--- src/rtl/core/bfaqm_pkg.sv ---
// Package for the Bloom filter: sizes, hash constants, codes and helpers.
// Used by the top level, the multiplier and the checker; depends on nothing.
package bfaqm_pkg;

    localparam int LOG_BITS_MAX = 16;
    localparam int HASH_COUNT   = 7;
    localparam int ADDR_W       = LOG_BITS_MAX - 3;
    localparam int STORE_DEPTH  = 1 << ADDR_W;
    localparam int LANE_W       = (HASH_COUNT > 1) ? $clog2(HASH_COUNT) : 1;
    localparam int LOG_W        = 5;

    localparam logic [31:0] MM_C1    = 32'hcc9e2d51;
    localparam logic [31:0] MM_C2    = 32'h1b873593;
    localparam logic [31:0] MM_F1    = 32'h85ebca6b;
    localparam logic [31:0] MM_F2    = 32'hc2b2ae35;
    localparam logic [31:0] LANE_ADD = 32'he6546b64;

    localparam logic [LOG_W-1:0] LOG_BITS_MIN   = 5'd3;
    localparam logic [LOG_W-1:0] LOG_BITS_TOP   = LOG_W'(LOG_BITS_MAX);
    localparam logic [LOG_W-1:0] LOG_BITS_RESET = 5'd16;

    // Request function codes.
    typedef enum logic [1:0] {
        FUNC_ADD   = 2'd0,
        FUNC_QUERY = 2'd1,
        FUNC_MERGE = 2'd2,
        FUNC_NONE  = 2'd3
    } func_t;

    // Constant chosen for the shared multiplier.
    typedef enum logic [1:0] {
        MUL_C1 = 2'd0,
        MUL_C2 = 2'd1,
        MUL_F1 = 2'd2,
        MUL_F2 = 2'd3
    } mul_sel_t;

    typedef struct packed {
        logic     en;
        mul_sel_t sel;
    } mul_ctrl_t;

    function automatic logic [31:0] rotl15(input logic [31:0] x);
        return {x[16:0], x[31:17]};
    endfunction

    function automatic logic [31:0] rotl13(input logic [31:0] x);
        return {x[18:0], x[31:19]};
    endfunction

endpackage

--- src/rtl/core/bfaqm_mul.sv ---
// Shared 32-bit multiplier by one of the MurmurHash3 constants, registered.
// Depends on bfaqm_pkg.
module bfaqm_mul (
    input  logic                  clk,
    input  bfaqm_pkg::mul_ctrl_t  ctrl,
    input  logic [31:0]           a,
    output logic [31:0]           prod_reg
);

    logic [31:0] coef;

    // Select the constant for this step.
    always_comb
    begin
        unique case (ctrl.sel)
            bfaqm_pkg::MUL_C1: coef = bfaqm_pkg::MM_C1;
            bfaqm_pkg::MUL_C2: coef = bfaqm_pkg::MM_C2;
            bfaqm_pkg::MUL_F1: coef = bfaqm_pkg::MM_F1;
            bfaqm_pkg::MUL_F2: coef = bfaqm_pkg::MM_F2;
            default:           coef = bfaqm_pkg::MM_C1;
        endcase
    end

    // The product holds until the next enabled step.
    always_ff @(posedge clk)
    begin
        if (ctrl.en)
        begin
            prod_reg <= a * coef;
        end
    end

endmodule

--- config.mk ---
export PLATFORM = sky130hd
export DESIGN_NAME = bfaqm_mul
export DESIGN_NICKNAME = d
export VERILOG_FILES = /design/src/rtl/core/bfaqm_pkg.sv /design/src/rtl/core/bfaqm_mul.sv
export SDC_FILE = /design/constraint.sdc
export NUM_CORES = 1
export LEC_CHECK = 0
export BUFFER_PORTS_ARGS = -buffer_cell sky130_fd_sc_hd__buf_2
export CAP_MARGIN = 25
export CORE_ASPECT_RATIO = 0.7
export CORE_UTILIZATION = 65
export DETAILED_ROUTE_END_ITERATION = 12
export MAX_ROUTING_LAYER = met4
export PLACE_DENSITY = 0.86
export SKIP_CTS_REPAIR_TIMING = 1
export SYNTH_ARGS = -nofsm -noshare
export SYNTH_HDL_FRONTEND = slang
export SYNTH_SLANG_ARGS = --single-unit
--- constraint.sdc ---
create_clock -name clk -period 22.8 [get_ports clk]
set_input_delay 2.28 -clock clk [delete_from_list [all_inputs] [get_ports clk]]
set_output_delay 2.28 -clock clk [all_outputs]
set_load 0.005 [all_outputs]
**Yosys cells after proc, flatten, opt, wreduce, memory -nomap -nowiden**

Cells that the tools add are included.

- Register bits: 32
- Logic and storage cells: 7
- Input bits: 36
- Output and inout bits: 32

- Equal/unequal tests: 3
- Mux-type cells: 1
- Multipliers: 1
- Reduce and logical (&&, ||, !) cells: 1

Operator list:

| kind | number |
|---|---|
| $pmux W32 S4 | 1 |
| $mul A32 B32 Y32 | 1 |
| $eq A2 B2 Y1 const B | 2 |
| $eq A2 B1 Y1 const B | 1 |
| $logic_not A2 Y1 | 1 |

**Longest topological paths before layout**

Gate-level depths: netlist of the first run.

- Depth in word-level cells: 3
- Gate-level depth with buffers: 32
- Depth with buffers taken out: 28

**Least setup slack after synthesis of the first run**

OpenSTA, ideal clock, no wires.

- Path type: input port to flip-flop
- Start: in ctrl[1] in the netlist's numbering
- End: reg prod_reg[30] (data pin)
- Arrival time: 9.584 ns
- Setup slack: 12.953 ns
- Cell stages on the path: 29
- Cells stage by stage: inv_1 clkbuf_1 ha_1 or2_2 buf_2 clkbuf_1 clkbuf_1 nand2_1 fa_1 inv_1 fa_1 fa_1 inv_1 fa_1 inv_1 fa_1 inv_1 fa_1 inv_1 fa_1 fa_1 ha_1 a21oi_1 o21bai_1 a2111oi_0 o41ai_1 a2111o_1 mux2i_1 a211oi_1

- Longest elaborated chain between the ends: 3
- Elaborated cells on any way between the ends: 6

Ends and longest elaborated chain:

| item | RTL line | RTL |
|---|---|---|
| start, declared | bfaqm_mul.sv:5 | `input bfaqm_pkg::mul_ctrl_t ctrl,` |
| $eq A2 B2 Y1 (tied with other cells) | bfaqm_mul.sv:15 | `unique case (ctrl.sel)` |
| $pmux W32 S4 (*) | bfaqm_mul.sv:15 |  |
| $mul A32 B32 Y32 (*) | bfaqm_mul.sv:29 | `prod_reg <= a * coef;` |
| end signal, assigned | bfaqm_mul.sv:29 |  |
| end, declared | bfaqm_mul.sv:7 | `output logic [31:0] prod_reg` |

Every way passes the cells marked *; elsewhere a longest branch is shown, timed or not. The select of a mux whose other input is x is not followed.
A chain may end at the register's enable or synchronous reset.

**Final worst setup path of the first run**

- Start: in ctrl[1] in the netlist's numbering
- End: reg prod_reg[25] (data pin)

Same word-level chain as after synthesis.

==> metrics.md, run 1 <==
| Metric | Value |
|---|---|
| Share of the synthesized area in the top cell type | 0.494 |
| Synth area leader | fa_1 |
| Seq/Total Area, Yosys | 0.0610 |
| Syn Inst Count | 1,627 |
| Crit path time final | 10.52 ns |
| CTS H-tree lvls | 2 |
| CP max stage delay | 0.80 ns |
| Setup Viol. Count Final | 0 |
| Mean routed wirelength per cell | 25.0 um |
| Routed WL | 49,500 um |
| Max FFs per register | 32 |
| Total CTS buffers | 5 |
| Hold Vio Cnt, Final | 0 |
| Ys Warns | 0 |
| Vias in the first global route | 12.4k |
| Crit path kind | input port to register |
| Clock transition at path regs | 0.06 ns |
| Syn Nets | 2,194 |
| Number of flops mapped to enable cells by yosys | 32 |
| RSZ-0062 raised after global routing | no |
| I/O pin cnt | 68 |
| DR vias/cell | 5.74 |
| Startpoint types | input port |
| Vias | 11.4k |
| NumNets Final | 2,226 |
| Global-route wire length before repair | 75,900 um |
| Top post-synthesis cells by area | fa_1 (49%), inv_1 (12%), ha_1 (11%) |
| Area Growth Syn to Fin | 4.74% |
| # DRC | 0 |
| Max Fclk | 95.1 MHz |
| Core Region | 23,700 sq um |
| Critical Path Fanout Max | 44 |
| Unique masters post-synth | 54 |
| Synthesized flop and latch total | 32 |
| Mapped cell area | 15,800 sq um |
| Total GRT Usage | 0.440 |
| Initial antenna violation count | 2 |
| Share of flip-flops with an asynchronous set or reset | 0 |
| Clock buffer depth | 2 |
| Main synth FF type | edfxtp_1 |
| Largest net degree at the start of global routing | 45 |
| Fin crit share | 0.461 |
| Total negative slack | 0 ns |
| Most numerous cell in the Yosys netlist | inv_1 |
| CP Capture Type | register |
| Status | finished clean |
| Post-synth top cells | inv_1 (493), fa_1 (389), ha_1 (142) |
| Synth Area per Inst | 9.68 sq um |
| RePlAce Congestion | 1.05 |
| Port Buf Inserts | 67 |
| Worst path slowest cell | o21ai_0 |
| CTS Sinks | 32 |
| Worst rel slew slack | 0.338 |
| Die area | 24,900 sq um |
| Final Slew Violations | 0 |
| HP Class | input port to register |
| Max-capacitance violation count | 0 |
| Die height | 132 um |
| Post-DP HPWL | 43,000 um |
| Iteration count of the initial detailed-routing pass | 5 |
| Std-Cell Rows | 47 |
| Antenna viol nets, final | 0 |
| CTS tree | yes |
| Initial Util | 0.665 |
| Initial DRC Count | 1,225 |
| Crit path DAT | 10.63 ns |
| Die width | 188 um |
| Worst Tran Pin Value | 0.982 ns |
| GR Overflow Total | 0 |
| Worst Path Required | 22.91 ns |
| Share of layout cells above drive strength 1 | 0.0554 |
| Clock root buffer | clkbuf_16 |
## path summary, 6_finish.rpt
path,start,end,slack [ns],cells after the start
max,ctrl[1],prod_reg[25]$_DFFE_PP_,12.28,26
min,a[0],prod_reg[0]$_DFFE_PP_,2.51,1
## critical path, delay by kind of cell
family / cells / cell delay (ns)
buffers and inverters: 8 / 1.26
and+or+nand+nor: 4 / 1.25
AOI/OAI and AO/OA: 4 / 1.58
adders and majority gates: 10 / 4.24
## placed cells by master, fill, tap and decap left out, types with 3 or more instances in the layout
cell type	instances
inv_1	493
fa_1	389
ha_1	142
nand2_1	132
xnor2_1	76
buf_2	67
and2_1	62
nor2_1	39
edfxtp_1	32
nor2b_1	31
nand2b_1	26
a21oi_1	24
a21o_1	20
o21ai_0	15
xor2_1	15
nor3_1	11
o21bai_1	10
a31oi_1	7
buf_4	7
o21a_1	5
clkbuf_16	5
o21ai_1	4
nand4_1	4
a211oi_1	3
and3_1	3
nand3_1	3
o211a_1	3
mux2i_1	3
## per-layer routing
layer,global-route usage,up-vias,part of all wire
met5,-,-,0
met4,0.0736,0,0.020
met3,0.175,71,0.15
met2,0.614,691,0.42
met1,0.615,5827,0.41
li1,-,4785,-
## layout make-up
cell class                 instances  area [sq um]
multi-input combinational       1053         12700
fill                            1841          7200
inverter                         493          1850
tap                              318           398
sequential                        32           961
clock inverter                     3          46.3
timing repair buffer              74           388
clock buffer                       5           125
antenna                            2          5.00
## metrics by stage
| step | area [sq um] | util | cells | hold slack, ns | setup slack (ns) |
|---|---|---|---|---|---|
| 6_report | 16500 | 0.696 | 1980 | 2.51 | 12.28 |
| 5_1_grt | 16500 | 0.696 | 1980 | 2.50 | 11.86 |
| 4_1_cts | 16500 | 0.696 | 1978 | 2.47 | 12.43 |
| 3_5_place_dp | 16300 | 0.689 | 1970 | 2.67 | 12.11 |
| 3_3_place_gp | 16300 | 0.689 | 1970 | 2.67 | 12.39 |
| 2_1_floorplan | 15800 | - | 1627 | 2.38 | 12.95 |
## kinds of logic after synthesis
| family | after synthesis | synth area share |
|---|---|---|
| flip-flops | 32 | 0.0610 |
| AND/OR/NAND/NOR | 319 | 0.100 |
| buffers and inverters | 542 | 0.131 |
| adder cells (fa/ha/maj) | 531 | 0.607 |
| multiplexers | 3 | 0.00191 |
| AO/OA/AOI/OAI | 105 | 0.0443 |
| XOR/XNOR | 94 | 0.0541 |
| other | 1 | 0.000238 |
Power of run 1 is not shown: default switching activity piles up to over one toggle a cycle in this logic, so the estimate is an artifact.
==> inputs of run 2 (changes only) <==
Settings changed: ABC_AREA from default to 1, CORE_UTILIZATION 65 to 60, PLACE_DENSITY 0.86 to 0.84.
Clock period 22.8 ns to 8.5 ns, I/O delays scaled along.
==> metrics.md, run 2 <==
| Metric | Value |
|---|---|
| Status | finished clean |
| Wl on met1 | 22,700 um |
| CTS tree | yes |
| DP Worst Slack | 0.0705 ns |
| Post-DP HPWL | 47,700 um |
| Share of flip-flops with an asynchronous set or reset | 0 |
| Clock root buffer | clkbuf_16 |
| Crit path DAT | 8.24 ns |
| CTS Sinks | 32 |
| Syn Inst Count | 1,910 |
| Iteration count of the initial detailed-routing pass | 8 |
| CP Capture Type | register |
| Commonest non-fill, non-tap cells in the layout | inv_1 (615), fa_1 (389), nand2_1 (362) |
| Crit path kind | input port to register |
| Crit-path leading delay family | adder cells |
| DR vias/cell | 5.50 |
| Initial DRC Count | 1,318 |
| Synth area leader | fa_1 |
| Largest net degree at the start of global routing | 46 |
| GR Overflow Total | 0 |
| Initial antenna violation count | 1 |
| Max Fclk | 122 MHz |
| Die width | 198 um |
| Mapped cell area | 16,200 sq um |
| Worst setup startpoint | ctrl[1] |
| Mean routed wirelength per cell | 23.0 um |
| Post-route insts no fill | 2,322 |
| Placed insts | 2,312 |
| Worst Tran Pin Value | 0.832 ns |
| Startpoint types | input port |
| Storage cell area | 961 sq um |
| CP max stage delay | 0.70 ns |
| Critical Path End | prod_reg[27]$_DFFE_PP_ |
| Antenna viol nets, final | 0 |
| Worst Path Required | 8.53 ns |
| Global-route wire length before repair | 81,100 um |
| Post-route core utilization | 0.655 |
| NumNets Final | 2,529 |
| Std-Cell Rows | 49 |
| Total negative slack | 0 ns |
| Max FFs per register | 32 |
| Area occupied by multi-input gates | 12,700 sq um |
| Main synth FF type | edfxtp_1 |
| Most numerous cell in the Yosys netlist | inv_1 |
| Unique masters post-synth | 40 |
| Worst path slowest cell | ha_1 |
| Setup ws final | 0.293 ns |
| Synth Area per Inst | 8.47 sq um |
| Worst rel slew slack | 0.445 |
| HP Class | input port to register |
| Max-capacitance violation count | 0 |
| Met2 wire length | 21,400 um |
| Most common cell after layout, fill and taps aside | inv_1 |
| Setup Viol. Count Final | 0 |
| Final Slew Violations | 0 |
| Top post-synthesis cells by area | fa_1 (48%), inv_1 (14%), ha_1 (11%) |
| Hold Vio Cnt, Final | 0 |
| I/O pin cnt | 68 |
| Vias | 12.8k |
| Routed WL | 53,500 um |
| Core Region | 26,100 sq um |
| Hold Path Depth | 2 |
| Area Growth Syn to Fin | 5.52% |
| Cell count along the critical path | 26 |
| Clock buffer depth | 2 |
| Top Layer Used | met4 |
| CTS H-tree lvls | 2 |
| Syn Nets | 2,477 |
| Initial Util | 0.621 |
| Seq/Total Area, Yosys | 0.0594 |
| Vias in the first global route | 13.1k |
| Crit path time final | 8.21 ns |
| Synthesized flop and latch total | 32 |
| Number of flops mapped to enable cells by yosys | 32 |
| Die height | 139 um |
| Clock transition at path regs | 0.05 ns |
| Crit path top cell by count | fa_1 |
| Fin crit share | 0.966 |
| Ys Warns | 0 |
| RePlAce Congestion | 1.08 |
| Share of the synthesized area in the top cell type | 0.481 |
| Total CTS buffers | 5 |
| CP bufs+invs | 6 |
| Post-synth top cells | inv_1 (615), fa_1 (389), nand2_1 (363) |
| Met3 Wirelength | 8560 um |
| RSZ-0062 raised after global routing | no |
| Total GRT Usage | 0.426 |
| Share of layout cells above drive strength 1 | 0.0601 |
| # DRC | 0 |
| Critical Path Fanout Max | 13 |
| Die area | 27,600 sq um |
| Fillers | 2,225 |
| Port Buf Inserts | 67 |
[run 2: cell count changes in the layout (fill, tap and decap cells not counted), sizes merged, moves of 18 or more]
cell / delta
nand2: +234
inv: +130
nor2: +75
xnor2: -64
and2: -61
nand3: +38
nor2b: -32
nand2b: -27
a21oi: +18
[run 2: per-layer routing]
layer,vias up,global-route usage
met1,6386,0.627
met2,775,0.559
met3,63,0.177
met5,-,-
li1,5545,-
met4,0,0.0514
[run 2: final cells by class]
cell class                      count  area share
Tap cell                          357      0.0262
Multi-Input combinational cell   1212       0.743
Sequential cell                    32      0.0563
Antenna cell                        2    0.000293
Clock buffer                        5     0.00733
Clock inverter                      3     0.00110
Timing Repair Buffer               86      0.0287
Inverter                          625       0.137
[run 2: kinds of logic after synthesis]
logic type / Yosys count / share of synthesized area
AOI/OAI and AO/OA: 96 / 0.0340
adders and majority gates: 531 / 0.591
DFF: 32 / 0.0594
and+or+nand+nor: 544 / 0.136
other: 1 / 0.000232
buffers and inverters: 666 / 0.157
xor gates and xnor gates: 40 / 0.0217
[run 2: how the worst min path moves through the flow]
stage	start	to	slack, ns
finish	a[0]	prod_reg[0]$_DFFE_PP_	1.14
global route	a[0]	prod_reg[0]$_DFFE_PP_	1.12
CTS	a[0]	prod_reg[0]$_DFFE_PP_	1.11
detailed placement	prod_reg[6]$_DFFE_PP_	prod_reg[6]	1.24
global placement	prod_reg[12]$_DFFE_PP_	prod_reg[12]	1.24
floorplan	a[0]	prod_reg[0]$_DFFE_PP_	0.95
[run 2: stage by stage]
stage / cell area [sq um] / hold slack, ns
after floorplan: 16200 / 0.949
after global placement: 16900 / 1.24
after detailed placement: 16900 / 1.24
after CTS: 17100 / 1.11
after global routing: 17100 / 1.12
final: 17100 / 1.14
Power of run 2 is left out for the same reason.
